<file path="config.mk">
export PLATFORM = sky130hd
export DESIGN_NAME = psa_ctrl
export DESIGN_NICKNAME = d
export VERILOG_FILES = /design/src/hw/rtl/psa_pkg.sv /design/src/hw/rtl/psa_ctrl.sv
export SDC_FILE = /design/constraint.sdc
export NUM_CORES = 1
export LEC_CHECK = 0
export ABC_AREA = 1
export BUFFER_PORTS_ARGS = -buffer_cell sky130_fd_sc_hd__buf_2
export CAP_MARGIN = 40
export CORE_AREA = 3 3 40 42
export CTS_BUF_LIST = sky130_fd_sc_hd__clkbuf_4 sky130_fd_sc_hd__clkbuf_8 sky130_fd_sc_hd__clkbuf_16
export DETAILED_ROUTE_END_ITERATION = 6
export DIE_AREA = 0 0 43 45
export PLACE_DENSITY = 0.72
export SYNTH_ARGS = -nofsm -noshare
export SYNTH_HDL_FRONTEND = slang
export SYNTH_SLANG_ARGS = --single-unit
</file>
<file path="constraint.sdc">
create_clock -name clk_i -period 2 [get_ports clk_i]
set_input_delay 0 -clock clk_i [delete_from_list [all_inputs] [get_ports clk_i]]
set_output_delay 0 -clock clk_i [all_outputs]
set_load 0.02 [all_outputs]
</file>
<file path="src/hw/rtl/psa_pkg.sv">
`timescale 1ns / 1ps
// ----------------------------------------------------------------------------
// psa_pkg
// Shared types and constants for the Atkin sieve block.
// ----------------------------------------------------------------------------
package psa_pkg;

  localparam int unsigned CfgW = 15;

  typedef enum logic [3:0] {
    ST_IDLE,
    ST_CLEAR,
    ST_QUAD_INIT,
    ST_QUAD_RD,
    ST_QUAD_WR,
    ST_ELIM_RD,
    ST_ELIM_CHK,
    ST_ELIM_WR,
    ST_QUERY_RD,
    ST_QUERY_WAIT,
    ST_OUT
  } state_e;

  // controller to datapath
  typedef struct packed {
    logic clr_start;   // load clear pointer at 2
    logic clr_step;    // write zero/seed at pointer, advance
    logic quad_start;  // x=1, y=1, form 0
    logic quad_rd;     // issue read for current candidate
    logic quad_wr;     // write toggled value if valid, advance
    logic elim_start;  // p = 5
    logic elim_rd;     // read flag of p
    logic elim_next_p; // advance p
    logic elim_load_m; // m = p*p
    logic elim_wr;     // clear m, m += sq
    logic query_rd;    // read flag of query number
    logic load_run;    // result register: run
    logic load_query;  // result register: query
  } cmd_t;

  // datapath to controller
  typedef struct packed {
    logic clr_last;
    logic quad_last;
    logic elim_p_done;  // p*p > limit
    logic elim_flag;    // flag of p read back
    logic elim_m_done;  // m + p*p > limit
  } sts_t;

endpackage

</file>
<file path="src/hw/rtl/psa_ctrl.sv">
`timescale 1ns / 1ps
// ----------------------------------------------------------------------------
// psa_ctrl
// Sequencer for clear, quadratic toggle, square elimination and query.
// ----------------------------------------------------------------------------
module psa_ctrl
  import psa_pkg::*;
(
  input  logic clk_i,
  input  logic rst_ni,
  input  logic in_valid,
  output logic in_stall,
  input  logic op_i,
  input  logic out_stall,
  output logic out_valid,
  input  sts_t sts_i,
  output cmd_t cmd_o
);

  state_e state_q, state_d;

  always_ff @(posedge clk_i or negedge rst_ni) begin
    if (!rst_ni) begin
      state_q <= ST_IDLE;
    end else begin
      state_q <= state_d;
    end
  end

  always_comb begin
    state_d = state_q;
    case (state_q)
      ST_IDLE: begin
        if (in_valid) state_d = op_i ? ST_QUERY_RD : ST_CLEAR;
      end
      ST_CLEAR:      if (sts_i.clr_last) state_d = ST_QUAD_INIT;
      ST_QUAD_INIT:  state_d = ST_QUAD_RD;
      ST_QUAD_RD:    state_d = ST_QUAD_WR;
      ST_QUAD_WR:    state_d = sts_i.quad_last ? ST_ELIM_RD : ST_QUAD_RD;
      ST_ELIM_RD:    state_d = sts_i.elim_p_done ? ST_OUT : ST_ELIM_CHK;
      ST_ELIM_CHK:   state_d = sts_i.elim_flag ? ST_ELIM_WR : ST_ELIM_RD;
      ST_ELIM_WR:    if (sts_i.elim_m_done) state_d = ST_ELIM_RD;
      ST_QUERY_RD:   state_d = ST_QUERY_WAIT;
      ST_QUERY_WAIT: state_d = ST_OUT;
      ST_OUT:        if (!out_stall) state_d = ST_IDLE;
      default:       state_d = ST_IDLE;
    endcase
  end

  always_comb begin
    cmd_o     = '0;
    in_stall  = 1'b1;
    out_valid = 1'b0;
    case (state_q)
      ST_IDLE: begin
        in_stall = 1'b0;
        if (in_valid) begin
          if (op_i) cmd_o.query_rd = 1'b1;
          else cmd_o.clr_start = 1'b1;
        end
      end
      ST_CLEAR:     begin
        cmd_o.clr_step = 1'b1;
        cmd_o.quad_start = sts_i.clr_last;
      end
      ST_QUAD_INIT: cmd_o.quad_start = 1'b0;
      ST_QUAD_RD:   cmd_o.quad_rd = 1'b1;
      ST_QUAD_WR: begin
        cmd_o.quad_wr = 1'b1;
        cmd_o.elim_start = sts_i.quad_last;
      end
      ST_ELIM_RD: begin
        cmd_o.elim_rd = 1'b1;
        cmd_o.load_run = sts_i.elim_p_done;
      end
      ST_ELIM_CHK: begin
        cmd_o.elim_load_m = sts_i.elim_flag;
        cmd_o.elim_next_p = ~sts_i.elim_flag;
      end
      ST_ELIM_WR: begin
        cmd_o.elim_wr = 1'b1;
        cmd_o.elim_next_p = sts_i.elim_m_done;
      end
      ST_QUERY_WAIT: cmd_o.load_query = 1'b1;
      ST_OUT:  out_valid = 1'b1;
      default: ;
    endcase
  end

endmodule

</file>
---- Word-level counts from Yosys, hierarchy flattened ----
Index checks and enable logic that the tools add are counted.
cells by class
  bitwise gates (word level) .............. 1
  reduce and logical (&&, ||, !) cells .... 2
  mux-type cells .......................... 27
  equal/unequal tests ..................... 14
operators with widths
  kind                                                 count
  case mux 4 bit (11 select lines)                     1
  two-way mux 4 bit                                    6
  equality test 4 x 3 -> 1 bit, second input constant  4
  two-way mux 1 bit                                    16
  equality test 4 bit, second input constant           3
  equality test 4 x 2 -> 1 bit, second input constant  2
  inequality test 2 bit, second input constant         4
  equality test 4 x 1 -> 1 bit, second input constant  1
  zero test 4 bit                                      1
  two-way mux 2 bit                                    2
  AND reduction 4 bit                                  1
  two-way mux 3 bit                                    1
  case mux 1 bit (2 select lines)                      1
  inverter 1 bit                                       1
word-level totals
  logic and storage cells ................. 45
  register bits after elaboration ......... 4
  bits of input ports ..................... 10
  output and inout port bits .............. 15

---- Logic depth before layout (Yosys ltp) ----
Gate-level depths: netlist of the first run.
  word-level depth ........................ 3
  depth in mapped cells ................... 9
  depth with buffers taken out ............ 9

---- Least setup slack after synthesis of the first run ----
No wires, ideal clock.
  path kind ............................... register -> output
  from .................................... register state_q[3]
  to ...................................... output cmd_o[5] (netlist name)
  path slack .............................. 0.781 ns
  data required time ...................... 2.000 ns
  arrival time ............................ 1.219 ns
  buffers on the path ..................... 0
  cell stages (with the launch flop) ...... 6
  path through ............................ dfrtp_1 > inv_2 > nand2_2 > nor2_1 > nand2_1 > o21ai_0
RTL lines
  item                      RTL line        source
  start: declaration        psa_ctrl.sv:20  state_e state_q, state_d;
  start signal: assignment  psa_ctrl.sv:26  state_q <= state_d;
  end: declaration          psa_ctrl.sv:17  output cmd_t cmd_o

==> results of run 1 <==
[worst register-to-register path: cells and delay by family, from the launching register on]
family / cells / cell delay, ps
buffers and inverters: 1 / 60
AND/OR/NAND/NOR: 6 / 640
flip-flops: 1 / 440
[per-stage QoR]
| step | instances | worst slack [ps] |
|---|---|---|
| CTS | 129 | 588.6 |
| global route | 129 | 505.9 |
| detailed placement | 125 | 814.8 |
| finish | 129 | 590.7 |
| global placement | 125 | 811.5 |
| floorplan | 86 | 781.0 |
[cell usage after synthesis]
cell / n
o211ai_1: 1
nor2_4: 2
nand3_1: 7
nand2_2: 2
o21ai_0: 3
nor2_2: 5
dfrtp_1: 4
nor2_1: 15
clkinv_1: 1
nand2_1: 27
inv_2: 5
inv_1: 14
[worst paths after layout]
path	start	end	slack, ps	cells past startpoint
setup / recovery	state_q[2]	cmd_o[12]	590	6
hold / removal	sts_i[2]	state_q[2]	30	2
setup reg to reg	state_q[2]	state_q[0]	810	7
hold reg to reg	state_q[1]	state_q[1]	650	2
max in group asynchronous	rst_ni	state_q[2]	1780	2
min in group asynchronous	rst_ni	state_q[0]	110	2
[metal layers]
layer	wire [um]	track usage, %
met3	48	1.992
met5	0	0
met2	576	22.16
met4	0	5.422
met1	529	16.06
[report_power, final]
group,internal [mW],switching (mW),total (mW)
Combinational,0.177,0.372,0.550
Clock,0.0667,0.0273,0.0940
Sequential,0.116,0.0550,0.171
Total,0.360,0.455,0.814
[logic make-up after synthesis]
family,after synthesis
AO/OA/AOI/OAI,4
flip-flops,4
AND/OR/NAND/NOR,58
buffers and inverters,20
[final cells by class]
| class | instances | area [um^2] | area share [%] |
|---|---|---|---|
| Multi-Input combinational cell | 62 | 281.5 | 44.82 |
| Inverter | 20 | 75.07 | 11.95 |
| Sequential cell | 4 | 100.1 | 15.94 |
| Timing Repair Buffer | 25 | 130.1 | 20.72 |
| Tap cell | 15 | 18.77 | 2.988 |
| Clock buffer | 3 | 22.52 | 3.586 |
[what timing repair did]
| item | CTS | global route |
|---|---|---|
| hold endpoints to repair | 4 | 0 |
| setup buffers | 0 | 0 |
| hold buffers | 1 | 0 |
==> impl_metrics.env, run 1 <==
export IMPL_status="finished, final reports clean"
export IMPL_crit_path_max_fanout=6
export IMPL_n_antenna_cell=0
export IMPL_grt_pass1_wl_um=1938
export IMPL_cts_buffer_depth=2
export IMPL_ir_drop_uv=745.4
export IMPL_placed_cell_area_um2=595.6
export IMPL_dieArea_mm2=0.001935
export IMPL_ctsRootBufferMaster="clkbuf_4"
export IMPL_drive_gt1_share_pct=35.96
export IMPL_crit_buf_inv=2
export IMPL_clk_latency_ps=230
export IMPL_finalPower_uw=814.4
export IMPL_synth_top_family_by_area="simple AND/OR/NAND/NOR gates"
export IMPL_largestRegisters="state_q (4)"
export IMPL_cts_resized=0
export IMPL_synth_fa_ha_area_share_pct=0
export IMPL_worstPathRequired_ps=2000
export IMPL_synth_xor_area_share_pct=0
export IMPL_cp_start_kind="register"
export IMPL_viasPerCell=4.465
export IMPL_synth_mux_area_share_pct=0
export IMPL_cp_cell_sequence="nor2_4 > inv_2 > nor2_2 > nand2_1 > nor2_1 > buf_2"
export IMPL_slowest_stage="dfrtp_1"
export IMPL_hp_class="in -> reg"
export IMPL_arrival_ps=1410
export IMPL_num_vias=576
export IMPL_drc=0
export IMPL_fin_crit_ps=1409
export IMPL_rows=13
export IMPL_cts_sinks=4
export IMPL_worstMarginPinSlew_ps=262.0
export IMPL_final_common_cell="nand2_1"
export IMPL_synth_cell_types=12
export IMPL_dr_pass1_iters=5
export IMPL_initial_utilization_pct=35.54
export IMPL_slew_headroom_pct=82.47
export IMPL_syn_inst=86
export IMPL_timing_hold_ws_ps=34.13
export IMPL_wl_um=1155
export IMPL_finalNetCount=126
export IMPL_fillers=137
export IMPL_rsz0062_at_grt="no"
export IMPL_fin_crit_sh_pct=70.47
export IMPL_core_area_mm2=0.001285
export IMPL_synth_top_area_share_pct=22.19
export IMPL_yosysWarnings=0
export IMPL_synth_nets=96
export IMPL_cts_inserted_buffers=3
export IMPL_area_growth_pct=37.53
export IMPL_largest_reg_flops=4
export IMPL_powerDensity_mw_per_mm2=1297
export IMPL_synth_compound_area_share_pct=4.932
export IMPL_yosys_register_bits=4
export IMPL_final_area_um2=628.1
export IMPL_crit_type="reg -> out"
export IMPL_grt_pass1_vias=518
export IMPL_cap_violations=0
export IMPL_end_kind="output pin"
export IMPL_grt_max_degree=7
export IMPL_ios=25
export IMPL_post_route_util_pct=48.88
export IMPL_clk_transition_reported_paths_ps=30
export IMPL_synth_area_um2=456.7
export IMPL_p_leak_nw=0.4266
export IMPL_drv_slew=0
export IMPL_postRouteAntennaNets=0
export IMPL_cts_tree="done"
export IMPL_cts_max_level=1
export IMPL_place_congestion=0.8229
export IMPL_wire_per_inst_um=8.953
export IMPL_regMostFlops="state_q"
export IMPL_antenna_found_initial=0
export IMPL_numPortBuffers=24
export IMPL_syn_avg_cell_area_um2=5.310
export IMPL_synth_top_area_cell="nand2_1"
export IMPL_setup_viol=0
export IMPL_ys_seq_area_share_pct=21.92
export IMPL_fmax_mhz=709.6
export IMPL_finClkSkew_ps=2.364
export IMPL_gr_total_overflow=0
export IMPL_tns_ps=0
export IMPL_synthTopCellsByArea="nand2_1, dfrtp_1, nor2_1"
export IMPL_die_w_um=43
export IMPL_hpwl_um=1005
export IMPL_synthSimpleGateAreaFrac_pct=56.71
export IMPL_max_stage_delay_ps=440
export IMPL_drt_iter0_drc=8
export IMPL_grt_use_total_pct=12.87
export IMPL_finalHoldViolations=0
export IMPL_crit_family="simple AND/OR/NAND/NOR gates"
export IMPL_layout_common_cells="nand2_1, buf_2, nor2_1, inv_1, nand3_1"
export IMPL_die_y_um=45
Note: power is estimated with default switching activity, not from simulation.
==> inputs of run 2 (changes only) <==
==> constraint.sdc (replaced) <==
create_clock -name clk_i -period 1.5 [get_ports clk_i]
set_input_delay 0 -clock clk_i [delete_from_list [all_inputs] [get_ports clk_i]]
set_output_delay 0 -clock clk_i [all_outputs]
set_load 0.02 [all_outputs]
==> impl_metrics.env, run 2 (synthesis results as in run 1) <==
export IMPL_status="finished, final reports clean"
export IMPL_num_vias=590
export IMPL_finalHoldViolations=0
export IMPL_max_stage_delay_ps=440
export IMPL_cts_sinks=4
export IMPL_drv_slew=0
export IMPL_worstHoldPathCells=2
export IMPL_dieArea_mm2=0.001935
export IMPL_drive_gt1_share_pct=35.96
export IMPL_min_delay_start="sts_i[2]"
export IMPL_drt_iter0_drc=12
export IMPL_r2r_start="state_q[0]"
export IMPL_met3_usage_pct=1.594
export IMPL_cts_setup_buffers=0
export IMPL_grt_use_total_pct=12.53
export IMPL_ir_drop_uv=776.0
export IMPL_cp_cell_sequence="nor2_4 > inv_2 > nor2_2 > nand2_1 > nor2_1 > buf_2"
export IMPL_final_common_cell="nand2_1"
export IMPL_area_growth_pct=37.53
export IMPL_setup_viol=0
export IMPL_ctsRootBufferMaster="clkbuf_4"
export IMPL_antenna_found_initial=0
export IMPL_numPortBuffers=24
export IMPL_die_w_um=43
export IMPL_cts_buffer_depth=2
export IMPL_clk_latency_ps=230
export IMPL_holdPathEnd="state_q[2]"
export IMPL_cp_start_kind="register"
export IMPL_crit_path_max_fanout=6
export IMPL_dr_pass1_iters=4
export IMPL_largestRegisters="state_q (4)"
export IMPL_initial_utilization_pct=35.54
export IMPL_drc=0
export IMPL_viasPerCell=4.574
export IMPL_hp_class="in -> reg"
export IMPL_worstPathRequired_ps=1500
export IMPL_grt_pass1_vias=489
export IMPL_n_antenna_cell=0
export IMPL_powerDensity_mw_per_mm2=1732
export IMPL_cap_violations=0
export IMPL_end_kind="output pin"
export IMPL_largest_reg_flops=4
export IMPL_die_y_um=45
export IMPL_postRouteAntennaNets=0
export IMPL_wire_per_inst_um=9.070
export IMPL_clk_transition_reported_paths_ps=30
export IMPL_rsz0062_at_grt="no"
export IMPL_slew_headroom_pct=83.86
export IMPL_regMostFlops="state_q"
export IMPL_crit_type="reg -> out"
export IMPL_grt_util_met2_pct=21.26
export IMPL_p_leak_nw=0.4266
export IMPL_fin_crit_ps=1400
export IMPL_worstMarginPinSlew_ps=241.1
export IMPL_timing_hold_ws_ps=33.89
export IMPL_finalNetCount=126
export IMPL_arrival_ps=1400
export IMPL_rows=13
export IMPL_worst_r2r_cell_count=7
export IMPL_gr_total_overflow=0
export IMPL_core_area_mm2=0.001285
export IMPL_grt_pass1_wl_um=1814
export IMPL_place_congestion=0.8234
export IMPL_fmax_mhz=714.3
export IMPL_grt_busiest_layer="met2"
export IMPL_r2r_setup_slack_ps=310
export IMPL_cts_max_level=1
export IMPL_fin_crit_sh_pct=93.33
export IMPL_met1_usage_pct=14.84
export IMPL_grt_max_degree=7
export IMPL_finClkSkew_ps=1.325
export IMPL_slowest_stage="dfrtp_1"
export IMPL_hpwl_um=1048
export IMPL_layout_common_cells="nand2_1, buf_2, nor2_1, inv_1, nand3_1"
export IMPL_cts_inserted_buffers=3
export IMPL_r2r_end="state_q[1]"
export IMPL_tns_ps=0
export IMPL_wl_um=1170
export IMPL_cts_tree="done"
export IMPL_ios=25
==> run 2: cell counts in the layout (fill, tap and decap cells not counted) <==
No cell type changed its count.
==> run 2: layer usage <==
layer	share of wire [%]	routed length, um	vias up
met5	0	0	-
met4	0	0	0
met3	7.4	86	0
met2	51	601	23
met1	41	482	257
li1	-	-	310
==> run 2: how the worst max path moves through the flow <==
stage,from,endpoint,slack (ps),cells past startpoint
finish,state_q[2],cmd_o[12],100,6
floorplan,state_q[3],cmd_o[5],280,5
global route,state_q[2],cmd_o[12],10,6
detailed placement,state_q[2],state_q[0],320,7
CTS,state_q[2],cmd_o[12],90,6
global placement,state_q[2],state_q[0],310,7
==> run 2: timing repair <==
item,CTS,global route
hold buffers,1,0
resized for setup,0,0
hold endpoints to repair,4,0
==> run 2: critical path, delay by kind of cell, from the launching register on <==
kind          cells  cell delay [ps]
buf+inv           2              230
flops             1              440
simple gates      4              500
==> run 2: layout make-up <==
class                           count  area [um^2]
Clock buffer                        3        22.52
Tap cell                           15        18.77
Inverter                           20        75.07
Fill cell                         145        656.9
Sequential cell                     4        100.1
Multi-Input combinational cell     62        281.5
Timing Repair Buffer               25        130.1
==> run 2: report_power, final <==
part / internal, mW / switching [mW]
Combinational: 0.236 / 0.496
Sequential: 0.154 / 0.0764
Clock: 0.0889 / 0.0360
Total: 0.479 / 0.609
==> run 2: stage by stage <==
step                cells  instance area, um^2  worst slack, ps  util, %  power (mW)
finish                129                628.1            100.1    48.88       1.088
global route          129                628.1            9.985    48.88       1.209
CTS                   129                628.1            89.26    48.88       1.099
detailed placement    125                595.6            320.4    46.35      0.9642
global placement      125                595.6            311.8    46.35      0.9543
floorplan              86                456.7            281.0        -      0.7682
==> inputs of run 3 (changes only) <==
--- a/config.mk
+++ b/config.mk
@@ -8,10 +8,10 @@
 export ABC_AREA = 1
 export BUFFER_PORTS_ARGS = -buffer_cell sky130_fd_sc_hd__buf_2
 export CAP_MARGIN = 40
-export CORE_AREA = 3 3 40 42
+export CORE_AREA = 2 2 39 41
 export CTS_BUF_LIST = sky130_fd_sc_hd__clkbuf_4 sky130_fd_sc_hd__clkbuf_8 sky130_fd_sc_hd__clkbuf_16
 export DETAILED_ROUTE_END_ITERATION = 6
-export DIE_AREA = 0 0 43 45
+export DIE_AREA = 0 0 41 43
 export PLACE_DENSITY = 0.72
 export SYNTH_ARGS = -nofsm -noshare
 export SYNTH_HDL_FRONTEND = slang
==> impl_metrics.env, run 3 (synthesis results as in run 1) <==
export IMPL_postRouteAntennaNets=0
export IMPL_cts_sinks=4
export IMPL_grt_pass1_wl_um=1780
export IMPL_worstMarginPinSlew_ps=242.4
export IMPL_drive_gt1_share_pct=36.52
export IMPL_status="finished, final reports clean"
export IMPL_cts_tree="done"
export IMPL_regMostFlops="state_q"
export IMPL_core_area_mm2=0.001384
export IMPL_wire_per_inst_um=8.908
export IMPL_fmax_mhz=731.1
export IMPL_ir_drop_uv=857.3
export IMPL_r2r_setup_slack_ps=250
export IMPL_wl_um=1167
export IMPL_crit_type="reg -> out"
export IMPL_crit_path_max_fanout=6
export IMPL_p_int_uw=496.3
export IMPL_comb_power_share_pct=67.9
export IMPL_rsz0062_at_grt="no"
export IMPL_grt_busiest_layer="met2"
export IMPL_r2r_start="state_q[3]"
export IMPL_cts_max_level=1
export IMPL_rows=14
export IMPL_cts_buffer_depth=2
export IMPL_end_kind="output pin"
export IMPL_grt_pass1_vias=462
export IMPL_place_congestion=0.8512
export IMPL_finalNetCount=127
export IMPL_cap_violations=0
export IMPL_final_area_um2=636.9
export IMPL_ctsRootBufferMaster="clkbuf_4"
export IMPL_drt_iter0_drc=10
export IMPL_fillers=155
export IMPL_slew_headroom_pct=83.78
export IMPL_numPortBuffers=24
export IMPL_switching_share_pct=55.33
export IMPL_layout_common_cells="nand2_1, buf_2, nor2_1, inv_1, nand3_1"
export IMPL_cts_inserted_buffers=3
export IMPL_seq_area_um2=100.1
export IMPL_powerDensity_mw_per_mm2=1744
export IMPL_placed_cell_area_um2=596.8
export IMPL_clk_latency_ps=230
export IMPL_gr_total_overflow=0
export IMPL_seqPwrFrac_pct=20.6
export IMPL_die_w_um=41
export IMPL_drc=0
export IMPL_min_delay_start="sts_i[2]"
export IMPL_antenna_found_initial=0
export IMPL_multiInputGateArea_um2=281.5
export IMPL_finClkSkew_ps=0.05278
export IMPL_hp_class="in -> reg"
export IMPL_worst_r2r_cell_count=7
export IMPL_n_antenna_cell=0
export IMPL_largest_reg_flops=4
export IMPL_met3_usage_pct=1.571
export IMPL_switching_power_uw=614.7
export IMPL_setup_viol=0
export IMPL_fin_crit_ps=1368
export IMPL_die_y_um=43
export IMPL_clk_transition_reported_paths_ps=30
export IMPL_largestRegisters="state_q (4)"
export IMPL_arrival_ps=1370
export IMPL_met1_usage_pct=18.89
export IMPL_grt_util_met2_pct=22.19
export IMPL_r2r_end="state_q[1]"
export IMPL_cp_start_kind="register"
export IMPL_critPathLaunch="state_q[1]"
export IMPL_worstPathRequired_ps=1500
export IMPL_pwr_share_clk_pct=11.4
export IMPL_dr_pass1_iters=4
export IMPL_finalHoldViolations=0
export IMPL_fin_crit_sh_pct=91.19
export IMPL_viasPerCell=4.511
export IMPL_grt_max_degree=7
export IMPL_area_growth_pct=39.45
export IMPL_p_leak_nw=0.4311
export IMPL_num_vias=591
export IMPL_final_common_cell="nand2_1"
export IMPL_tns_ps=0
export IMPL_grt_use_total_pct=14.52
export IMPL_crit_path_end="cmd_o[12]"
export IMPL_dieArea_mm2=0.001763
export IMPL_ios=25
export IMPL_drv_slew=0
export IMPL_hpwl_um=980.1
export IMPL_initial_utilization_pct=33.00
==> run 3: cell count changes in the layout (fill, tap and decap cells not counted) <==
cell,previous run,this run
buf_4,0,1
==> run 3: stage by stage <==
step	utilization (%)	std cells	power (mW)	hold WS, ps	worst slack, ps
floorplan	-	86	0.7682	-295.6	281.0
global placement	43.13	126	0.9509	-194.5	312.2
detailed placement	43.13	126	0.9574	-193.0	302.8
CTS	45.48	130	1.095	28.53	66.95
global route	46.02	131	1.226	36.10	6.504
finish	46.02	131	1.111	40.96	132.2
==> run 3: cell type report <==
cell class	instances	share of cell area (%)
multi-input cells	62	44.20
repair buffers	26	21.61
flip-flops and latches	4	15.72
inverters	20	11.79
clock buffers	3	3.536
well taps	16	3.143
==> run 3: power groups by stage <==
stage | clock network, mW | registers (mW) | logic (mW)
after detailed placement | 0 | 0.227 | 0.730
after global placement | 0 | 0.221 | 0.730
after floorplan | 0 | 0.215 | 0.553
final | 0.127 | 0.229 | 0.755
after global routing | 0.144 | 0.234 | 0.848
after CTS | 0.136 | 0.226 | 0.733
==> run 3: timing repair <==
item | 4_1_cts | 5_1_grt
hold endpoints to repair | 4 | 0
resized for setup | 0 | 0
endpoints found under the setup margin | 0 | 2
hold buffers | 1 | 0
setup buffers | 0 | 1
==> run 3: how the worst min path moves through the flow <==
stage	depth (start not counted)	slack [ps]	end
floorplan	0	-300	state_q[0]
global placement	1	-190	state_q[0]
detailed placement	1	-190	state_q[3]
CTS	2	30	state_q[2]
global route	2	40	state_q[2]
finish	2	40	state_q[2]
==> run 3: metal layers <==
metal	wire (um)	vias up
met3	51	0
met5	0	-
met4	0	0
met1	489	264
met2	625	12
li1	-	315
==> run 3: worst max-delay path: stages, from the launching register on <==
cell     delay, ps
dfrtp_1        440
inv_2          110
nand2_1         80
nor2_2         150
nand2_1        100
nor2_1          90
buf_2          170
